==> config.mk <==
export PLATFORM = sky130hd
export DESIGN_NAME = serial_bank_switch_mapper_unit
export DESIGN_NICKNAME = d
export VERILOG_FILES = /design/src/sv/sbsm_pkg.sv /design/src/sv/sbsm_cfg.sv /design/src/sv/sbsm_bank_regs.sv /design/src/sv/sbsm_xlate.sv /design/src/sv/serial_bank_switch_mapper_unit.sv
export SDC_FILE = /design/constraint.sdc
export NUM_CORES = 1
export LEC_CHECK = 0
export ABC_CLOCK_PERIOD_IN_PS = 8380
export BUFFER_PORTS_ARGS = -buffer_cell sky130_fd_sc_hd__buf_2
export CORE_MARGIN = 2
export CORE_UTILIZATION = 46
export CTS_BUF_LIST = sky130_fd_sc_hd__clkbuf_4 sky130_fd_sc_hd__clkbuf_8
export CTS_CLUSTER_DIAMETER = 100
export DETAILED_ROUTE_END_ITERATION = 10
export HOLD_SLACK_MARGIN = 0.1
export PLACE_DENSITY = 0.68
export SLEW_MARGIN = 20
export SYNTH_ARGS = -nofsm -noshare
export SYNTH_HDL_FRONTEND = slang
export SYNTH_HIERARCHICAL = 1
export SYNTH_SLANG_ARGS = --single-unit
export TNS_END_PERCENT = 20
==> constraint.sdc <==
create_clock -name clk_i -period 8.38 [get_ports clk_i]
set_clock_uncertainty 0.15 [all_clocks]
set_input_delay 1.676 -clock clk_i [delete_from_list [all_inputs] [get_ports clk_i]]
set_output_delay 1.676 -clock clk_i [all_outputs]
set_load 0.02 [all_outputs]
==> src/sv/sbsm_pkg.sv <==
// Shared types, codes and constants of the serial bank switch mapper.
package sbsm_pkg;

  localparam int unsigned PrgRamBytes = 8192;
  localparam int unsigned PrgRamAw    = $clog2(PrgRamBytes);

  localparam logic [4:0] ShiftEmpty   = 5'h10;
  localparam logic [4:0] ControlReset = 5'h0C;
  localparam logic [4:0] PrgModeFix   = 5'h0C;

  typedef enum logic [2:0] {
    CmdSerialWrite = 3'd0,
    CmdPrgRom      = 3'd1,
    CmdPrgRam      = 3'd2,
    CmdPattern     = 3'd3,
    CmdReset       = 3'd4
  } cmd_e;

  typedef enum logic [1:0] {
    CfgPrgSizeLog2   = 2'd0,
    CfgChrSizeLog2   = 2'd1,
    CfgFixed32kBoard = 2'd2,
    CfgRamEnByBank   = 2'd3
  } cfg_idx_e;

  typedef enum logic [1:0] {
    SelControl = 2'd0,
    SelChrLow  = 2'd1,
    SelChrHigh = 2'd2,
    SelPrg     = 2'd3
  } reg_sel_e;

  typedef struct packed {
    logic [2:0]  cmd;
    logic [15:0] bus_addr;
    logic [7:0]  write_data;
  } in_item_t;

  typedef struct packed {
    logic [18:0] mem_index;
    logic        available;
    logic [1:0]  mirror_mode;
  } out_item_t;

  typedef struct packed {
    logic [4:0] prg_size_log2;
    logic [4:0] chr_size_log2;
    logic       fixed_32k_board;
    logic       ram_enable_by_bank_bit;
  } cfg_t;

  typedef struct packed {
    logic [4:0] control;
    logic [4:0] chr_low;
    logic [4:0] chr_high;
    logic [4:0] prg;
  } bank_state_t;

endpackage

==> src/sv/sbsm_cfg.sv <==
// Configuration registers of the serial bank switch mapper.
module sbsm_cfg (
  input  logic               clk_i,
  input  logic               rst_ni,
  input  logic               cfg_we_i,
  input  logic [1:0]         cfg_idx_i,
  input  logic [4:0]         cfg_wdata_i,
  output sbsm_pkg::cfg_t     cfg_o
);

  sbsm_pkg::cfg_t cfg_q, cfg_d;

  always_comb begin
    cfg_d = cfg_q;
    if (cfg_we_i) begin
      unique case (cfg_idx_i)
        sbsm_pkg::CfgPrgSizeLog2:   cfg_d.prg_size_log2 = cfg_wdata_i;
        sbsm_pkg::CfgChrSizeLog2:   cfg_d.chr_size_log2 = cfg_wdata_i;
        sbsm_pkg::CfgFixed32kBoard: cfg_d.fixed_32k_board = cfg_wdata_i[0];
        sbsm_pkg::CfgRamEnByBank:   cfg_d.ram_enable_by_bank_bit = cfg_wdata_i[0];
        default:                    cfg_d = cfg_q;
      endcase
    end
  end

  always_ff @(posedge clk_i or negedge rst_ni) begin
    if (!rst_ni) begin
      cfg_q.prg_size_log2          <= 5'd18;
      cfg_q.chr_size_log2          <= 5'd13;
      cfg_q.fixed_32k_board        <= 1'b0;
      cfg_q.ram_enable_by_bank_bit <= 1'b1;
    end else begin
      cfg_q <= cfg_d;
    end
  end

  assign cfg_o = cfg_q;

endmodule

==> src/sv/sbsm_bank_regs.sv <==
// Serial shifter and bank registers, updated once per processed item.
module sbsm_bank_regs (
  input  logic                  clk_i,
  input  logic                  rst_ni,
  input  logic                  step_i,
  input  sbsm_pkg::in_item_t    item_i,
  input  sbsm_pkg::cfg_t        cfg_i,
  output sbsm_pkg::bank_state_t bank_o,
  output logic [1:0]            mirror_next_o
);

  sbsm_pkg::bank_state_t bank_q, bank_d;
  logic [4:0] shift_q, shift_d;
  logic [4:0] shifted;
  logic [1:0] sel;

  always_comb begin
    bank_d  = bank_q;
    shift_d = shift_q;
    shifted = {item_i.write_data[0], shift_q[4:1]};
    sel     = item_i.bus_addr[15] ? item_i.bus_addr[14:13] : sbsm_pkg::SelControl;
    unique case (item_i.cmd)
      sbsm_pkg::CmdSerialWrite: begin
        if (item_i.write_data[7]) begin
          shift_d        = sbsm_pkg::ShiftEmpty;
          bank_d.control = bank_q.control | sbsm_pkg::PrgModeFix;
        end else if (shift_q[0]) begin
          shift_d = sbsm_pkg::ShiftEmpty;
          unique case (sel)
            sbsm_pkg::SelControl: bank_d.control  = shifted;
            sbsm_pkg::SelChrLow:  bank_d.chr_low  = shifted;
            sbsm_pkg::SelChrHigh: bank_d.chr_high = shifted;
            sbsm_pkg::SelPrg:     bank_d.prg      = shifted;
            default:              bank_d          = bank_q;
          endcase
        end else begin
          shift_d = shifted;
        end
      end
      sbsm_pkg::CmdReset: begin
        shift_d         = sbsm_pkg::ShiftEmpty;
        bank_d.control  = sbsm_pkg::ControlReset;
        bank_d.chr_low  = 5'd0;
        bank_d.chr_high = 5'd0;
        bank_d.prg      = cfg_i.ram_enable_by_bank_bit ? {1'b0, bank_q.prg[3:0]} : 5'd0;
      end
      default: begin
        bank_d  = bank_q;
        shift_d = shift_q;
      end
    endcase
  end

  always_ff @(posedge clk_i or negedge rst_ni) begin
    if (!rst_ni) begin
      shift_q         <= sbsm_pkg::ShiftEmpty;
      bank_q.control  <= sbsm_pkg::ControlReset;
      bank_q.chr_low  <= 5'd0;
      bank_q.chr_high <= 5'd0;
      bank_q.prg      <= 5'd0;
    end else if (step_i) begin
      shift_q <= shift_d;
      bank_q  <= bank_d;
    end
  end

  assign bank_o        = bank_q;
  assign mirror_next_o = bank_d.control[1:0];

  a_shift_marker: assert property (@(posedge clk_i) disable iff (!rst_ni)
    shift_q != 5'd0)
    else $error("serial shifter lost its marker bit");

  a_write_reset: assert property (@(posedge clk_i) disable iff (!rst_ni)
    step_i && item_i.cmd == sbsm_pkg::CmdSerialWrite && item_i.write_data[7]
    |=> shift_q == sbsm_pkg::ShiftEmpty && bank_q.control[3:2] == 2'b11)
    else $error("serial reset did not clear the shifter and fix PRG mode");

endmodule

==> src/sv/sbsm_xlate.sv <==
// Address translation for PRG ROM, PRG RAM and pattern-table accesses.
module sbsm_xlate (
  input  sbsm_pkg::in_item_t    item_i,
  input  sbsm_pkg::cfg_t        cfg_i,
  input  sbsm_pkg::bank_state_t bank_i,
  input  logic [1:0]            mirror_i,
  output sbsm_pkg::out_item_t   res_o
);

  logic [4:0]  prg_lg, chr_lg;
  logic [18:0] prg_mask;
  logic [16:0] chr_mask;
  logic [18:0] prg_idx;
  logic [16:0] chr_idx;
  logic [4:0]  bank16;
  logic [15:0] ram_off;
  logic [1:0]  prg_mode;
  logic        upper;

  always_comb begin
    prg_lg = (cfg_i.prg_size_log2 < 5'd14) ? 5'd14 :
             (cfg_i.prg_size_log2 > 5'd19) ? 5'd19 : cfg_i.prg_size_log2;
    chr_lg = (cfg_i.chr_size_log2 < 5'd12) ? 5'd12 :
             (cfg_i.chr_size_log2 > 5'd17) ? 5'd17 : cfg_i.chr_size_log2;
    prg_mask = 19'((20'd1 << prg_lg) - 20'd1);
    chr_mask = 17'((18'd1 << chr_lg) - 18'd1);
    prg_mode = bank_i.control[3:2];
    upper    = item_i.bus_addr[14];

    if (upper == prg_mode[0]) begin
      bank16 = upper ? 5'((6'd1 << (prg_lg - 5'd14)) - 6'd1) : 5'd0;
    end else begin
      bank16 = {1'b0, bank_i.prg[3:0]};
    end

    if (!prg_mode[1]) begin
      prg_idx = {1'b0, bank_i.prg[3:1], item_i.bus_addr[14:0]};
    end else if (cfg_i.fixed_32k_board) begin
      prg_idx = {4'd0, item_i.bus_addr[14:0]};
    end else begin
      prg_idx = {bank16, item_i.bus_addr[13:0]};
    end
    prg_idx = prg_idx & prg_mask;

    if (bank_i.control[4]) begin
      chr_idx = item_i.bus_addr[12] ? {bank_i.chr_high, item_i.bus_addr[11:0]}
                                    : {bank_i.chr_low, item_i.bus_addr[11:0]};
    end else begin
      chr_idx = {bank_i.chr_low[4:1], item_i.bus_addr[12:0]};
    end
    chr_idx = chr_idx & chr_mask;

    ram_off = item_i.bus_addr - 16'h6000;

    res_o.mem_index   = 19'd0;
    res_o.available   = 1'b1;
    res_o.mirror_mode = mirror_i;
    unique case (item_i.cmd)
      sbsm_pkg::CmdPrgRom:  res_o.mem_index = prg_idx;
      sbsm_pkg::CmdPrgRam: begin
        if (cfg_i.ram_enable_by_bank_bit && bank_i.prg[4]) begin
          res_o.available = 1'b0;
        end else begin
          res_o.mem_index = 19'(ram_off[sbsm_pkg::PrgRamAw-1:0]);
        end
      end
      sbsm_pkg::CmdPattern: res_o.mem_index = {2'b00, chr_idx};
      default:              res_o.mem_index = 19'd0;
    endcase
  end

endmodule

==> src/sv/serial_bank_switch_mapper_unit.sv <==
// Top level of the serial bank switch mapper: input register, state, result register.
// Each item is one bus access and gives one result item, which goes from the input
// register to the result register and then to the output; one item is taken every
// cycle while the output is not stalled. The input register feeds the serial shifter,
// the bank registers and the address translation, and the result register holds the
// answer, so one further item can be taken while a result waits, after which the input
// stalls until the result is taken. The user writes the configuration registers through
// the write port only while no item is in flight; the block itself does not enforce it.
module serial_bank_switch_mapper_unit (
  input  logic                clk_i,
  input  logic                rst_ni,
  input  logic                cfg_we_i,
  input  logic [1:0]          cfg_idx_i,
  input  logic [4:0]          cfg_wdata_i,
  input  logic                in_valid_i,
  output logic                in_ready_o,
  input  sbsm_pkg::in_item_t  in_item_i,
  output logic                out_valid_o,
  input  logic                out_ready_i,
  output sbsm_pkg::out_item_t out_item_o
);

  sbsm_pkg::cfg_t        cfg;
  sbsm_pkg::bank_state_t bank;
  sbsm_pkg::in_item_t    item_q;
  sbsm_pkg::out_item_t   res, res_q;
  logic                  in_valid_q, out_valid_q;
  logic                  advance;
  logic [1:0]            mirror_next;

  assign advance    = in_valid_q && (!out_valid_q || out_ready_i);
  assign in_ready_o = !in_valid_q || advance;

  sbsm_cfg u_cfg (
    .clk_i      (clk_i),
    .rst_ni     (rst_ni),
    .cfg_we_i   (cfg_we_i),
    .cfg_idx_i  (cfg_idx_i),
    .cfg_wdata_i(cfg_wdata_i),
    .cfg_o      (cfg)
  );

  sbsm_bank_regs u_bank_regs (
    .clk_i        (clk_i),
    .rst_ni       (rst_ni),
    .step_i       (advance),
    .item_i       (item_q),
    .cfg_i        (cfg),
    .bank_o       (bank),
    .mirror_next_o(mirror_next)
  );

  sbsm_xlate u_xlate (
    .item_i  (item_q),
    .cfg_i   (cfg),
    .bank_i  (bank),
    .mirror_i(mirror_next),
    .res_o   (res)
  );

  always_ff @(posedge clk_i or negedge rst_ni) begin
    if (!rst_ni) begin
      in_valid_q  <= 1'b0;
      out_valid_q <= 1'b0;
    end else begin
      if (in_ready_o) begin
        in_valid_q <= in_valid_i;
      end
      if (advance) begin
        out_valid_q <= 1'b1;
      end else if (out_ready_i) begin
        out_valid_q <= 1'b0;
      end
    end
  end

  always_ff @(posedge clk_i) begin
    if (in_ready_o && in_valid_i) begin
      item_q <= in_item_i;
    end
    if (advance) begin
      res_q <= res;
    end
  end

  assign out_valid_o = out_valid_q;
  assign out_item_o  = res_q;

  a_accept_fills: assert property (@(posedge clk_i) disable iff (!rst_ni)
    in_valid_i && in_ready_o |=> in_valid_q)
    else $error("accepted item did not reach the input register");

  a_advance_fills: assert property (@(posedge clk_i) disable iff (!rst_ni)
    advance |=> out_valid_q)
    else $error("processed item did not reach the result register");

  a_unavail_ram: assert property (@(posedge clk_i) disable iff (!rst_ni)
    advance && !res.available |-> item_q.cmd == sbsm_pkg::CmdPrgRam
      && res.mem_index == 19'd0)
    else $error("unavailable result outside a PRG RAM access");

  a_no_index: assert property (@(posedge clk_i) disable iff (!rst_ni)
    advance && (item_q.cmd == sbsm_pkg::CmdSerialWrite || item_q.cmd == sbsm_pkg::CmdReset)
    |-> res.mem_index == 19'd0 && res.available)
    else $error("write or reset item produced a memory index");

endmodule

==> run_results.csv, run 1 <==
group,metric,value,unit
status,status,"completed",
global_route,grt.total_usage,17.42,%
final_layout,syn2layout_area_growth,13.62,%
synth,synthCells,305,
power,power,0.8844,mW
clocking,cts-root-buf,"clkbuf_8",
worst_hold_path,hold_end,"u_bank_regs/bank_o[12]",
critical_path,start_kind,"primary input",
critical_path,rrSetupSlack,4.91,ns
critical_path,max_stage_delay,0.16,ns
place,globalplace.congestion,0.8090,
final_layout,stdcell_count,473,
power,pwr_density_cell,198.4,nW/µm²
critical_path,setup.worst_path.end_class,"output port",
power,irDropWorstVdd,0.00006786,V
global_route,grt_pass1_vias,2435,
detailed_routing,drt_iter0_markers,115,
critical_path,crit_path_top_delay_cell,"buf_2",
detailed_routing,drcViolationCount,0,
clocking,cts_tree,"built",
critical_path,crit_arrival,2.09,ns
final_layout,utilization,53.97,%
die,rows,33,
die,die-area,9281,µm²
clocking,clock_path_buffers,2,
critical_path,cp_common_cell,"buf_2",
timing,max_freq,0.2552,GHz
timing,min_period_over_period,46.76,%
synth,yosys_warnings,6,
global_route,gr-total-overflow,0,
die,die_w,96.34,µm
die,io_pins,63,
critical_path,r2r_start,"u_cfg/cfg_o[11]",
detailed_routing,wire_per_inst,16.03,µm
synth,postSynthAreaPerCell,12.86,µm²
timing,setup_viol,0,
power,power.leakage,1.820,nW
critical_path,worst-path-max-fanout,3,
global_route,grt_max_degree,40,
clocking,clk_latency,0.35,ns
clocking,path_clk_slew,0.09,ns
place,hpwl,5523,µm
final_layout,drive_above_1_share,35.05,%
worst_hold_path,hp-class,"register to register",
detailed_routing,ant_nets,0,
final_layout,layout.nets,406,
critical_path,crit_type,"primary input to output port",
timing,slew_violations,0,
detailed_routing,vias_per_cell,5.438,
timing,fin_tns_setup,0,ns
timing,tightest_slew,0.8901,ns
timing,slew_headroom,40.66,%
clocking,cts_hold_buf,0,
flow_run,maxCapViolations,0,
detailed_routing,routed-via-count,2572,
timing,layout_min_cycle_time,3.919,ns
place,portBuffers,56,
clocking,numCtsBuffers,9,
clocking,postCtsSetupBuffers,0,
final_layout,layout.area.seq,2278,µm²
die,die_h,96.34,µm
die,core,8258,µm²
global_route,antenna_found_initial,0,
final_layout,mostFrequentLayoutCells,"buf_2, edfxtp_1, dfrtp_1",
place,placed_cells,457,
critical_path,reg2regPathDepth,10,
clocking,cts.htree.levels,3,
global_route,grt_pass1_wl,12120,µm
critical_path,required,6.55,ns
synth,synth_area,3923,µm²
critical_path,timing.rr.end,"out_item_o[18]",
detailed_routing,drt-total-wl,7584,µm
clocking,cts-resized-gates,0,
final_layout,fillCellCount,736,
final_layout,diodes,0,
timing,hold_slack,0.3609,ns
clocking,clock_sinks,82,
worst_hold_path,min_from,"u_bank_regs/bank_o[12]",
critical_path,cp_cell_sequence,"buf_2, nand3b_4, buf_2",
timing,hold_violations,0,
final_layout,mostFrequentLayoutCell,"buf_2",
worst_hold_path,min_path_cells,1,
timing,rsz0062_at_grt,"no",
detailed_routing,first_pass_iters,4,
final_layout,multi_input_area,1560,µm²
die,initial_core_util,47.50,%
-- critical path, delay by kind of cell --
kind / cells / cell delay [ns]
buffers and inverters: 2 / 0.26
AND/OR/NAND/NOR: 1 / 0.15
-- area by class of cell --
cell class,count,area share [%]
Sequential cell,82,51.12
Clock inverter,6,1.095
Clock buffer,10,2.948
Inverter,7,0.5896
Tap cell,105,2.948
Multi-Input combinational cell,207,35.01
Timing Repair Buffer,56,6.289
-- report_power, final --
part | internal, mW | total (mW) | switching [mW]
Sequential | 0.463 | 0.495 | 0.0316
Combinational | 0.0593 | 0.130 | 0.0711
Clock | 0.113 | 0.259 | 0.146
Total | 0.636 | 0.884 | 0.249
-- how the worst max path moves through the flow --
stage | from | endpoint | slack [ns] | cells after the start
2_1_floorplan | out_ready_i | in_ready_o | 4.70 | 1
3_3_place_gp | out_ready_i | u_bank_regs/shift_q[3] | 4.16 | 6
3_5_place_dp | out_ready_i | u_bank_regs/shift_q[1] | 4.04 | 6
4_1_cts | out_ready_i | u_bank_regs/shift_q[1] | 4.43 | 6
5_1_grt | out_ready_i | in_ready_o | 4.45 | 3
6_report | out_ready_i | in_ready_o | 4.46 | 3
-- per-stage QoR --
| step | area (µm²) | worst slack (ns) |
|---|---|---|
| floorplan | 3934 | 4.702 |
| global placement | 4275 | 4.161 |
| detailed placement | 4275 | 4.038 |
| CTS | 4456 | 4.428 |
| global route | 4457 | 4.447 |
| finish | 4457 | 4.461 |
-- layer usage --
| metal | share of wire [%] | global-route usage (%) |
|---|---|---|
| met5 | 0 | 0 |
| met4 | 1.5 | 5.869 |
| met3 | 3.9 | 4.229 |
| met2 | 48 | 27.14 |
| met1 | 47 | 23.95 |
-- state kept, by name, indices dropped and copies added, names as in the netlist --
signal,count
in_valid_q,1
out_valid_o,1
u_bank_regs/shift_q,5
u_cfg/cfg_o,12
u_bank_regs/bank_o,20
out_item_o,22
item_q,21
(Power assumes the default switching activity.)
==> run 2, diff against run 1 <==
--- a/config.mk
+++ b/config.mk
@@ -5,7 +5,8 @@
 export SDC_FILE = /design/constraint.sdc
 export NUM_CORES = 1
 export LEC_CHECK = 0
-export ABC_CLOCK_PERIOD_IN_PS = 8380
+export ABC_AREA = 1
+export ABC_CLOCK_PERIOD_IN_PS = 4000
 export BUFFER_PORTS_ARGS = -buffer_cell sky130_fd_sc_hd__buf_2
 export CORE_MARGIN = 2
 export CORE_UTILIZATION = 46
@@ -13,7 +14,7 @@
 export CTS_CLUSTER_DIAMETER = 100
 export DETAILED_ROUTE_END_ITERATION = 10
 export HOLD_SLACK_MARGIN = 0.1
-export PLACE_DENSITY = 0.68
+export PLACE_DENSITY = 0.67
 export SLEW_MARGIN = 20
 export SYNTH_ARGS = -nofsm -noshare
 export SYNTH_HDL_FRONTEND = slang
==> constraint.sdc (replaced) <==
create_clock -name clk_i -period 4 [get_ports clk_i]
set_clock_uncertainty 0.15 [all_clocks]
set_input_delay 0.8 -clock clk_i [delete_from_list [all_inputs] [get_ports clk_i]]
set_output_delay 0.8 -clock clk_i [all_outputs]
set_load 0.02 [all_outputs]
==> run 2 against run 1 <==
  * Worst hold slack worse by 0.036 ns
  * First-iteration DRC count is 5.2% higher
  * Critical path depth is 8 higher
  * Total power is 120% higher
  * Flip-flop and latch count stayed put
  * Worst setup slack worse by 3.2 ns
  * Sequential share of layout area is 3.0 points lower
  * Largest power group unchanged
==> run_results.csv, run 2 <==
group,metric,value,unit
status,status,"completed",
clocking,cts-root-buf,"clkbuf_8",
critical_path,required,4.05,ns
synth,postSynthAreaPerCell,9.541,µm²
final_layout,largest_reg_flops,22,
detailed_routing,vias_per_cell,5.029,
critical_path,start_kind,"register",
place,placed_area,4541,µm²
power,power.leakage,2.243,nW
clocking,numCtsBuffers,9,
clocking,path_clk_slew,0.09,ns
critical_path,crit_arrival,2.75,ns
timing,layout_min_cycle_time,2.702,ns
critical_path,max_stage_delay,0.61,ns
clocking,postCtsSetupBuffers,0,
detailed_routing,route.met2.wl,4026,µm
clocking,cts_tree,"built",
critical_path,worst-path-max-fanout,7,
detailed_routing,highest_layer,"met4",
global_route,grt_pass1_wl,14280,µm
detailed_routing,drt_iter0_markers,121,
clocking,cts.htree.levels,3,
timing,rsz0062_at_grt,"no",
critical_path,crit_type,"register to register",
die,rows,34,
detailed_routing,wire_per_inst,13.68,µm
final_layout,design_area,4738,µm²
clocking,clock_path_buffers,2,
clocking,cts-resized-gates,0,
global_route,grt_max_degree,40,
worst_hold_path,min_path_cells,2,
final_layout,syn2layout_area_growth,13.38,%
clocking,clock_sinks,82,
detailed_routing,route.met3.wl,403,µm
timing,min_period_over_period,67.55,%
timing,fin_tns_setup,0,ns
detailed_routing,drcViolationCount,0,
global_route,antenna_found_initial,0,
critical_path,cp_cell_sequence,"nand2_1, nor2_1, inv_1, ha_1, nand3b_2, nor2_2, nand3_1, ha_1, nor3_1, a21oi_1, o22ai_1",
die,die_h,99.32,µm
timing,max_freq,0.3701,GHz
die,core,8763,µm²
clocking,cts_hold_buf,0,
timing,hold_violations,0,
power,irDropWorstVdd,0.0001931,V
detailed_routing,ant_nets,0,
global_route,gr-total-overflow,0,
die,io_pins,63,
final_layout,mostFrequentLayoutCell,"nand2_1",
detailed_routing,drt-total-wl,8401,µm
critical_path,rrSetupSlack,1.30,ns
power,power,1.947,mW
clocking,clk_latency,0.35,ns
die,die_w,99.32,µm
synth,yosys_warnings,6,
power,pwr_density_cell,410.9,nW/µm²
detailed_routing,wl_met1,3860,µm
place,globalplace.congestion,0.8929,
place,portBuffers,56,
place,pre_cts_ws,1.336,ns
timing,hold_slack,0.3245,ns
timing,tightest_slew,0.8834,ns
final_layout,mostFrequentLayoutCells,"nand2_1, buf_2, edfxtp_1",
final_layout,fillCellCount,816,
critical_path,setup.worst_path.end_class,"register",
final_layout,drive_above_1_share,25.30,%
synth,synth_area,4179,µm²
flow_run,maxCapViolations,0,
die,die-area,9863,µm²
timing,setup_viol,0,
synth,synthCells,438,
critical_path,crit_path_top_delay_cell,"dfstp_2",
detailed_routing,routed-via-count,3088,
global_route,grt.total_usage,18.27,%
place,hpwl,6312,µm
final_layout,layout.nets,544,
detailed_routing,first_pass_iters,4,
timing,worst_slack,1.298,ns
final_layout,diodes,0,
worst_hold_path,hp-class,"register to register",
global_route,grt_pass1_vias,3012,
critical_path,reg2regPathDepth,11,
timing,slew_headroom,41.11,%
die,initial_core_util,47.69,%
critical_path,cp_common_cell,"ha_1",
timing,slew_violations,0,
## run 2: cell types whose count changed in the layout (fill, tap and decap cells not counted), moves of 8 or more
cell / previous run / this run
nand3_1: 6 / 24
mux2_2: 27 / 0
nor2_1: 9 / 27
inv_1: 7 / 36
nand3b_1: 10 / 0
and2_1: 13 / 1
inv_2: 0 / 8
nand2b_1: 8 / 0
nand2_1: 18 / 147
nand4_1: 2 / 19
## run 2: where the power goes
| group | leakage [nW] | internal (mW) | switching, mW |
|---|---|---|---|
| clock | 0.0940 | 0.297 | 0.306 |
| combinational | 1.23 | 0.106 | 0.208 |
| sequential | 0.914 | 0.977 | 0.0528 |
| total | 2.24 | 1.38 | 0.567 |
## run 2: cell type report
| type | instances | area [µm²] | share of cell area [%] |
|---|---|---|---|
| Inverter | 45 | 168.9 | 3.565 |
| Clock buffer | 10 | 131.4 | 2.773 |
| Timing Repair Buffer | 58 | 295.3 | 6.232 |
| Tap cell | 108 | 135.1 | 2.852 |
| Multi-Input combinational cell | 305 | 1663 | 35.09 |
| Clock inverter | 6 | 66.31 | 1.400 |
| Sequential cell | 82 | 2278 | 48.09 |
## run 2: final timing paths
kind / start / to
min reg2reg: u_cfg/cfg_o[2] / u_cfg/cfg_o[2]
max: u_cfg/cfg_o[11] / out_item_o[18]
min in group asynchronous: rst_ni / u_cfg/cfg_o[1]
min: u_cfg/cfg_o[2] / u_cfg/cfg_o[2]
max in group asynchronous: rst_ni / u_bank_regs/bank_o[15]
max reg2reg: u_cfg/cfg_o[11] / out_item_o[18]
## run 2: layer usage
layer  up-vias  global-route usage (%)
met5         -                       0
met4         0                   6.744
met3        13                   4.006
met2        74                   29.68
met1      1430                   24.17
li1       1571                       -
## run 2: through the flow
stage / std cells / util, %
4_1_cts: 614 / 54.07
3_3_place_gp: 598 / 51.81
3_5_place_dp: 598 / 51.81
5_1_grt: 614 / 54.07
6_report: 614 / 54.07
2_1_floorplan: 441 / -
## run 2: critical path: cells and delay by family, from the launching register on
| kind | cells | cell delay (ns) |
|---|---|---|
| fa+ha+maj | 2 | 0.60 |
| compound gates | 2 | 0.18 |
| simple gates | 6 | 0.93 |
| flops | 1 | 0.61 |
| buf+inv | 1 | 0.07 |
==> run 3, diff against run 2 <==
--- a/config.mk
+++ b/config.mk
@@ -5,8 +5,8 @@
 export SDC_FILE = /design/constraint.sdc
 export NUM_CORES = 1
 export LEC_CHECK = 0
-export ABC_AREA = 1
-export ABC_CLOCK_PERIOD_IN_PS = 4000
+export ABC_AREA = 0
+export ABC_CLOCK_PERIOD_IN_PS = 2400
 export BUFFER_PORTS_ARGS = -buffer_cell sky130_fd_sc_hd__buf_2
 export CORE_MARGIN = 2
 export CORE_UTILIZATION = 46
@@ -14,7 +14,7 @@
 export CTS_CLUSTER_DIAMETER = 100
 export DETAILED_ROUTE_END_ITERATION = 10
 export HOLD_SLACK_MARGIN = 0.1
-export PLACE_DENSITY = 0.67
+export PLACE_DENSITY = 0.7
 export SLEW_MARGIN = 20
 export SYNTH_ARGS = -nofsm -noshare
 export SYNTH_HDL_FRONTEND = slang
==> constraint.sdc (replaced) <==
create_clock -name clk_i -period 2.4 [get_ports clk_i]
set_clock_uncertainty 0.15 [all_clocks]
set_input_delay 0.48 -clock clk_i [delete_from_list [all_inputs] [get_ports clk_i]]
set_output_delay 0.48 -clock clk_i [all_outputs]
set_load 0.02 [all_outputs]
==> run 3 against run 2 <==
  * The flow now finishes with violations (setup timing)
  * Global-route usage is 0.11 points lower
  * Total power up 68%
  * Utilization rose by 1.8 points
  * Sequential share of layout area is 1.3 points higher
  * Sequential power up 65%
  * Fmax fell by 8.6%
  * Non-clock buffer count increased by 13
  * Cell area decreased by 2.6%
  * Largest power group unchanged
==> run_results.csv, run 3 (synthesized netlist as in run 1, its figures left out) <==
group,metric,value,unit
status,status,"finished with violations",
status,violations,"setup timing",
detailed_routing,vias_per_cell,5.439,
clocking,cts.htree.levels,3,
timing,tightest_slew,0.8678,ns
clocking,numCtsBuffers,9,
die,initial_core_util,47.50,%
die,die-area,9281,µm²
place,hpwl,5731,µm
detailed_routing,first_pass_iters,4,
timing,hold_violations,0,
global_route,grt_max_degree,40,
detailed_routing,drt-total-wl,7802,µm
clocking,path_clk_slew,0.08,ns
place,globalplace.congestion,0.8366,
timing,slew_violations,0,
clocking,cts_tree,"built",
global_route,gr-total-overflow,0,
timing,max_freq,0.3383,GHz
place,pre_cts_ws,-0.5534,ns
detailed_routing,wire_per_inst,15.99,µm
final_layout,syn2layout_area_growth,17.70,%
die,core,8258,µm²
final_layout,drive_above_1_share,38.12,%
critical_path,crit_type,"register to register",
power,irDropWorstVdd,0.0002813,V
global_route,antenna_found_initial,0,
flow_run,maxCapViolations,0,
critical_path,worst-path-max-fanout,2,
die,die_h,96.34,µm
worst_hold_path,hp-class,"primary input to async pin",
final_layout,design_area,4617,µm²
detailed_routing,drcViolationCount,0,
die,rows,33,
clocking,postCtsSetupBuffers,0,
timing,layout_min_cycle_time,2.956,ns
place,portBuffers,56,
timing,min_period_over_period,123.2,%
global_route,grt.total_usage,18.16,%
critical_path,crit_arrival,2.93,ns
place,placed_area,4412,µm²
detailed_routing,routed-via-count,2654,
clocking,cts-root-buf,"clkbuf_8",
power,pwr_density_cell,706.7,nW/µm²
clocking,clk_latency,0.36,ns
timing,slew_headroom,42.15,%
global_route,grt_pass1_wl,12550,µm
timing,hold_slack,0.09026,ns
global_route,grt_pass1_vias,2565,
critical_path,setup.worst_path.end_class,"register",
critical_path,required,2.37,ns
final_layout,diodes,0,
timing,setup_viol,3,
clocking,clock_path_buffers,2,
final_layout,largest_reg_flops,22,
final_layout,mostFrequentLayoutCells,"buf_2, edfxtp_1, dfrtp_1",
detailed_routing,drt_iter0_markers,162,
clocking,cts_hold_buf,0,
die,io_pins,63,
detailed_routing,ant_nets,0,
final_layout,layout.nets,421,
clocking,clock_sinks,82,
critical_path,start_kind,"register",
timing,worst_slack,-0.5557,ns
die,die_w,96.34,µm
power,power.leakage,1.911,nW
timing,rsz0062_at_grt,"yes",
final_layout,mostFrequentLayoutCell,"buf_2",
-- run 3: power breakdown --
| group | internal [mW] | switching [mW] |
|---|---|---|
| sequential | 1.62 | 0.0843 |
| clock | 0.490 | 0.516 |
| combinational | 0.266 | 0.292 |
| total | 2.37 | 0.892 |
-- run 3: timing repair --
| item | in CTS | in global routing |
|---|---|---|
| gates resized for setup | 1 | 1 |
| hold endpoints to repair | 0 | 0 |
| gates cloned | 0 | 0 |
| endpoints found under the setup margin | 3 | 5 |
| pin swaps | 1 | 2 |
-- run 3: through the flow --
| stage | utilization, % | cells | power, mW | TNS [ns] |
|---|---|---|---|---|
| 6_report | 55.91 | 488 | 3.263 | -1.209 |
| 5_1_grt | 55.91 | 488 | 3.422 | -1.671 |
| 4_1_cts | 55.85 | 488 | 3.291 | -1.205 |
| 3_5_place_dp | 53.42 | 472 | 2.283 | -1.215 |
| 3_3_place_gp | 53.42 | 472 | 2.263 | -1.064 |
| 2_1_floorplan | - | 308 | 2.079 | -2.207 |
-- run 3: metal layers --
| layer | track usage (%) | up-vias | share of wire [%] |
|---|---|---|---|
| met2 | 28.47 | 42 | 50 |
| li1 | - | 1286 | - |
| met3 | 3.054 | 14 | 3.3 |
| met5 | 0 | - | 0 |
| met4 | 7.394 | 0 | 1.7 |
| met1 | 25.13 | 1312 | 46 |
-- run 3: path summary, 6_finish.rpt --
path / start / to / slack (ns) / cells after the start
min reg2reg: u_bank_regs/bank_o[12] / u_bank_regs/bank_o[12] / 0.36 / 1
max in group asynchronous: rst_ni / u_bank_regs/bank_o[9] / 1.47 / 1
min in group clk_i: in_item_i[19] / item_q[19] / 0.14 / 1
max: u_cfg/cfg_o[11] / out_item_o[18] / -0.56 / 10
max reg2reg: u_cfg/cfg_o[11] / out_item_o[18] / -0.56 / 10
min: rst_ni / u_bank_regs/bank_o[2] / 0.09 / 1
-- run 3: area by class of cell --
| cell class | instances | area, µm² |
|---|---|---|
| clock inverter | 7 | 76.32 |
| inverter | 7 | 26.28 |
| multi-input combinational | 207 | 1588 |
| fill | 737 | 3641 |
| tap | 105 | 131.4 |
| timing repair buffer | 71 | 392.9 |
| clock buffer | 9 | 123.9 |
| sequential | 82 | 2278 |
-- run 3: critical path: stages (launching register included) --
cell     delay [ns]
dfstp_2        0.53
or4b_4         0.48
ha_4           0.19
xor2_2         0.13
and3_4         0.19
or2b_1         0.23
ha_1           0.29
and3b_1        0.18
o21ai_1        0.11
a21oi_1        0.07
a21o_1         0.18
